`config.mk`:
```
export PLATFORM = sky130hd
export DESIGN_NAME = sqmf_ctrl
export DESIGN_NICKNAME = d
export VERILOG_FILES = /design/src/rtl/sqmf_pkg.sv /design/src/rtl/sqmf_ctrl.sv
export SDC_FILE = /design/constraint.sdc
export NUM_CORES = 1
export LEC_CHECK = 0
export BUFFER_PORTS_ARGS = -buffer_cell sky130_fd_sc_hd__buf_4
export CAP_MARGIN = 20
export CORE_AREA = 2 2 39 41
export CTS_CLUSTER_SIZE = 14
export DETAILED_ROUTE_END_ITERATION = 7
export DIE_AREA = 0 0 41 43
export PLACE_DENSITY = 0.43
export REMOVE_ABC_BUFFERS = 1
export SYNTH_ARGS = -nofsm -noshare
export SYNTH_HDL_FRONTEND = slang
export SYNTH_SLANG_ARGS = --single-unit
```
`constraint.sdc`:
```
create_clock -name clk -period 2.3 [get_ports clk]
set_input_delay 0.345 -clock clk [delete_from_list [all_inputs] [get_ports clk]]
set_output_delay 0.345 -clock clk [all_outputs]
set_load 0.005 [all_outputs]
```
`src/rtl/sqmf_pkg.sv`:
```
// Shared types and constants for the shortest-queue multi-FIFO block.
// Used by every module of the block but sqmf_ram; depends on nothing.
`default_nettype none

package sqmf_pkg;

  // Field widths fixed by the stream formats
  localparam int ID_W        = 48;
  localparam int SEQ_W       = 32;
  localparam int LANE_OUT_W  = 3;
  localparam int TOTAL_W     = 7;
  localparam int EMPTIES_W   = 4;
  localparam int FIRST_W     = 4;
  localparam int STATUS_W    = 2;
  localparam int CFG_LANES_W = 4;

  localparam int IN_DATA_W  = ID_W;
  localparam int OUT_BITS   = LANE_OUT_W + ID_W + SEQ_W + TOTAL_W + EMPTIES_W + FIRST_W;
  localparam int OUT_DATA_W = ((OUT_BITS + 7) / 8) * 8;

  // Defaults for the top-level parameters
  localparam int DEF_LANES      = 4;
  localparam int DEF_LANE_DEPTH = 16;

  // Configuration register map
  localparam int CFG_ADDR_W  = 3;
  localparam int CFG_DATA_W  = 32;
  localparam logic [0:0] REG_LANES_IN_USE = 1'b0;
  localparam logic [CFG_LANES_W-1:0] LANES_IN_USE_RST = 4'd4;

  // Request kinds
  localparam logic REQ_INSERT = 1'b0;
  localparam logic REQ_REMOVE = 1'b1;

  // Result status codes
  localparam logic [STATUS_W-1:0] STAT_DONE  = 2'd0;
  localparam logic [STATUS_W-1:0] STAT_FULL  = 2'd1;
  localparam logic [STATUS_W-1:0] STAT_EMPTY = 2'd2;

  // No empty lane in use
  localparam logic [FIRST_W-1:0] FIRST_NONE = 4'hF;

  typedef enum logic [1:0] {
    ST_IDLE,
    ST_SCAN,
    ST_EXEC,
    ST_FINISH
  } state_t;

  typedef struct packed {
    logic latch;
    logic scan_step;
    logic exec;
    logic finish;
  } ctrl_cmd_t;

  typedef struct packed {
    logic scan_last;
  } ctrl_sts_t;

endpackage

`default_nettype wire

```
`src/rtl/sqmf_ctrl.sv`:
```
// Sequencer for the shortest-queue multi-FIFO: handshakes and step commands.
// Depends on sqmf_pkg.
`default_nettype none

module sqmf_ctrl (
  input  wire logic                clk,
  input  wire logic                rst_n,
  input  wire logic                in_tvalid,
  input  wire logic                in_req_remove,
  output      logic                in_tready,
  output      logic                out_tvalid,
  input  wire logic                out_tready,
  output      sqmf_pkg::ctrl_cmd_t cmd,
  input  wire sqmf_pkg::ctrl_sts_t sts
);

  sqmf_pkg::state_t state_r, state_nxt;
  logic             out_valid_r, out_valid_nxt;
  logic             accept;

  assign in_tready  = (state_r == sqmf_pkg::ST_IDLE) && (!out_valid_r || out_tready);
  assign accept     = in_tvalid && in_tready;
  assign out_tvalid = out_valid_r;

  // next state
  always_comb begin
    state_nxt = state_r;
    case (state_r)
      sqmf_pkg::ST_IDLE: begin
        if (accept) begin
          state_nxt = (in_req_remove == sqmf_pkg::REQ_REMOVE) ? sqmf_pkg::ST_SCAN
                                                              : sqmf_pkg::ST_EXEC;
        end
      end
      sqmf_pkg::ST_SCAN: begin
        if (sts.scan_last) begin
          state_nxt = sqmf_pkg::ST_EXEC;
        end
      end
      sqmf_pkg::ST_EXEC:   state_nxt = sqmf_pkg::ST_FINISH;
      sqmf_pkg::ST_FINISH: state_nxt = sqmf_pkg::ST_IDLE;
      default:             state_nxt = sqmf_pkg::ST_IDLE;
    endcase
  end

  // outputs
  always_comb begin
    cmd           = '0;
    out_valid_nxt = out_valid_r && !out_tready;
    case (state_r)
      sqmf_pkg::ST_IDLE:   cmd.latch     = accept;
      sqmf_pkg::ST_SCAN:   cmd.scan_step = 1'b1;
      sqmf_pkg::ST_EXEC:   cmd.exec      = 1'b1;
      sqmf_pkg::ST_FINISH: begin
        cmd.finish    = 1'b1;
        out_valid_nxt = 1'b1;
      end
      default: cmd = '0;
    endcase
  end

  always_ff @(posedge clk) begin
    if (!rst_n) begin
      state_r     <= sqmf_pkg::ST_IDLE;
      out_valid_r <= 1'b0;
    end else begin
      state_r     <= state_nxt;
      out_valid_r <= out_valid_nxt;
    end
  end

  // the output register must be free whenever a result lands
  a_finish_free: assert property (@(posedge clk) disable iff (!rst_n)
    (state_r == sqmf_pkg::ST_FINISH) |-> !out_valid_r)
    else $error("result lands on an occupied output register");

  a_valid_source: assert property (@(posedge clk) disable iff (!rst_n)
    $rose(out_valid_r) |-> $past(state_r == sqmf_pkg::ST_FINISH))
    else $error("output valid raised outside the finish step");

  a_exec_entry: assert property (@(posedge clk) disable iff (!rst_n)
    (state_r == sqmf_pkg::ST_EXEC) |->
      ($past(state_r == sqmf_pkg::ST_IDLE) || $past(state_r == sqmf_pkg::ST_SCAN)))
    else $error("execute step entered from an unexpected state");

endmodule

`default_nettype wire

```
Yosys cells after proc, flatten, opt, wreduce, memory -nomap -nowiden
Index checks and enable logic that the tools add are counted.

storage, ports and cells
  register bits after elaboration = 3
  bits of input ports = 6
  output and inout bits = 6
  logic and storage cells = 24

cells by class
  equality and inequality tests = 5
  muxes and demuxes = 9
  reduce and logical (&&, ||, !) cells = 8

operator list
  operator              number
  $pmux W2 S4           1
  $mux W2               3
  $mux W1               5
  $eq A2 B2 Y1 const B  2
  $ne A2 B2 Y1 const B  2
  $logic_and A1 B1 Y1   3
  $eq A2 B1 Y1 const B  1
  $logic_not A1 Y1      2
  $logic_not A2 Y1      1
  $reduce_and A2 Y1     1
  $logic_or A1 B1 Y1    1

Depth between registers and ports, before layout
  depth in word-level cells = 6
  gate-level depth with buffers = 5
  depth with buffers taken out = 5

Worst setup path before layout
OpenSTA, ideal clock, no wires.

  path kind = flip-flop to flip-flop
  start = reg state_r[1]
  end = reg state_r[0]
  setup time = 0.132 ns
  arrival = 1.081 ns
  data required time = 2.168 ns
  slack = 1.087 ns
  cell stages (with the launch flop) = 6
  buffers on the path = 0
  cells stage by stage = dfxtp_1 inv_1 ha_1 or3b_1 o311ai_1 a311oi_1

on the way
  word-level cells in the longest chain between the ends = 5
  elaborated cells on any way between the ends = 10
  those cells by class = eq/ne: 5; mux: 1; reduce/logical: 4

RTL lines
  what                                line                              RTL
  from (decl)                         sqmf_ctrl.sv:17                   sqmf_pkg::state_t state_r, state_nxt;
  from (signal assigned)              sqmf_ctrl.sv:64                   state_r <= sqmf_pkg::ST_IDLE;
  from (signal assigned)              sqmf_ctrl.sv:67                   state_r <= state_nxt;
  $logic_not A2 Y1                    sqmf_ctrl.sv:21, sqmf_ctrl.sv:28
  $logic_and A1 B1 Y1                 sqmf_ctrl.sv:21                   assign in_tready = (state_r == sqmf_pkg::ST_IDLE) && (!out_valid_r || out_tready);
  $logic_and A1 B1 Y1                 sqmf_ctrl.sv:22                   assign accept = in_tvalid && in_tready;
  $ne A2 B2 Y1 (no source line)       n/a
  $reduce_and A2 Y1 (no source line)  n/a

Several ways; a longest one is shown, not always the timed one.
A chain may end at the register's enable or synchronous reset.

==> key figures <==
Clock network
  • CTS tree: yes
  • Clock-pin slew on the worst setup and hold paths: approximately 40 ps
  • Hold-fix buffers, CTS: 0
  • # resized after CTS: 0
  • Clock tree buffer depth: 2
  • # clock sinks: 3
  • Root buffer cell: clkbuf_4
  • Setup Buffers After CTS: 0
  • Number of buffers created by CTS: 3
  • H-tree depth: 1
  • Clk_lat worst skew: 240 ps

Power and ir drop
  • Pleak: about 0.00017 uW
  • Maximum vdd drop: 0.241 mV
  • Pwr Density: about 1100 mW/mm^2

STA
  • RSZ-0062 raised after global routing: false
  • Slew Limit Headroom: between 80 and 90%
  • Final setup TNS: 0 ps
  • Max-slew violations: 0
  • Worst Tran Pin Value: ~290 ps
  • Hold WS: around 330 ps
  • Setup Skew: ~5.6 ps
  • Final hold viol count: 0
  • Setup violators final: 0
  • Maximum operating frequency: ~600 MHz
  • Period utilization: around 71%
  • Tmin final: 1630 ps

Cells and area
  • Final non-filler cell total: 57
  • Post-layout nets: between 50 and 60
  • Antenna cells: 0
  • Area growth syn-to-layout: 52.0%
  • Layout cells sized above 1: between 30% and 40%

Worst setup path
  • Crit path largest cell delay: between 300 and 400 ps
  • Worst-path maximum fanout: 8
  • CP max-delay cell: dfxtp_1
  • Critical path buffers and inverters: 2
  • Crit path launch: state_r[0]
  • Setup CP Type: reg -> out
  • Setup slack, reg-to-reg: a little over 900 ps
  • Startpoint Class: flip-flop
  • Nature of the critical path endpoint: output port
  • Required time worst endpoint: 1960 ps
  • Worst Path Arrival: ~1300 ps
  • Critical-path cell list: inv_1 > ha_1 > and3_1 > buf_4
  • Delay-heaviest family, CP: flip-flops
  • RR Startpoint: state_r[1]

Yosys
  • Post-synth top cells: 4 x ha_1, 3 x dfxtp_1
  • Post-synthesis area per instance: about 9.5 um^2
  • Yosys cell types: 14
  • Yosys top cell area share: 24.2%
  • Synth area leader: dfxtp_1
  • Cells after Synth: 26
  • Yosys warnings: 0
  • Post-synth EDFFs: 0
  • Most common flop cell mapped by yosys: dfxtp_1
  • Ys async rst share: 0%
  • Mapped cell area: about 250 um^2
  • Top post-synthesis cells by area: dfxtp_1 24%, ha_1 20%, a311oi_1 7.1%
  • Most frequent cell after synthesis: ha_1
  • #FFs+latches synth: 3
  • Sequential-to-total area share from yosys stat: 24.2%

Global route
  • Total GRT Usage: between 9 and 10%
  • Number of global-route vias before repair: approximately 260
  • Total gr overflow: 0
  • Initial antenna violation count: 0
  • Pin count of the biggest net entering global routing: 9
  • First-pass GRT wire length: slightly above 1000 um

Route
  • Final routed DRC violation total: 0
  • DR pass1 iterations: 2
  • DR iter-0 viols: 1
  • Vias post-DR: roughly 250
  • Drt via density: roughly 4.4
  • WL/cell: 10.2 um
  • Routed WL: around 580 um
  • Routed Antenna Nets: 0

Floorplanning
  • Cell Rows: 14
  • Total core area: around 0.0014 mm^2
  • Width of the die: 41 um
  • Initial core utilization: around 18%
  • Die Height: approximately 43 um
  • IO Pins: 12
  • Die area: around 0.0018 mm^2

Placement
  • Final GP Congestion: between 0.6 and 0.7
  • Placed cell count: 53
  • Placed wire-length estimate: 446 um
  • Port bufs: 11

Hold path
  • Worst min path class: in -> reg
  • Hold_sp: rst_n

Job
  • Max_cap viols: 0

Status
  • Status: finished clean
-- metal layers --
metal  share of wire, %  global-route usage, %  up-vias
li1                   -                      -      129
met1                 43                   10.2      108
met2                 43                   12.8       12
met3                 10                   1.57        2
met4                3.6                   10.0        0
met5                  0                      0        -
-- final cells by class --
class | instances | area [um^2]
Tap cell | 16 | 20.0
Sequential cell | 3 | 60.1
Timing Repair Buffer | 11 | 82.6
Inverter | 2 | 7.51
Fill cell | 157 | 1010
Multi-Input combinational cell | 21 | 180
Clock buffer | 4 | 26.3
-- through the flow --
step | setup WS, ps | utilization, % | power (uW) | instance area [um^2]
after floorplan | 1090 | - | 215 | 248
after detailed placement | 906 | 25.3 | 308 | 350
after global placement | 925 | 25.3 | 302 | 350
after CTS | 656 | 27.2 | 412 | 377
final | 667 | 27.2 | 405 | 377
after global routing | 579 | 27.2 | 447 | 377
-- path summary, 6_finish.rpt --
| check | end | cells after the start |
|---|---|---|
| worst max-delay path | cmd[3] | 4 |
| worst min-delay path | out_tvalid | 2 |
| worst max register to register | state_r[0] | 5 |
| worst min register to register | state_r[1] | 2 |
-- registers in the layout (all words and copies together), names as in the netlist --
register,cells
out_tvalid,1
state_r,2
-- cells by family after synthesis --
family	synth area share (%)
compound gates	17.2
buf+inv	3.03
flops	24.2
fa+ha+maj	20.2
simple gates	35.4
-- report_power, final --
| group | internal (uW) | switching (uW) | leakage [uW] |
|---|---|---|---|
| registers | 70.4 | 17.4 | 0.0000247 |
| clock network | 65.3 | 32.4 | 0.0000150 |
| logic | 120 | 99.6 | 0.000127 |
-- placed cells by master, fill, tap and decap left out, types with 3 or more instances in the layout --
| cell type | n |
|---|---|
| buf_4 | 11 |
| dfxtp_1 | 3 |
| clkbuf_4 | 3 |
| ha_1 | 4 |
(Power assumes the default switching activity.)
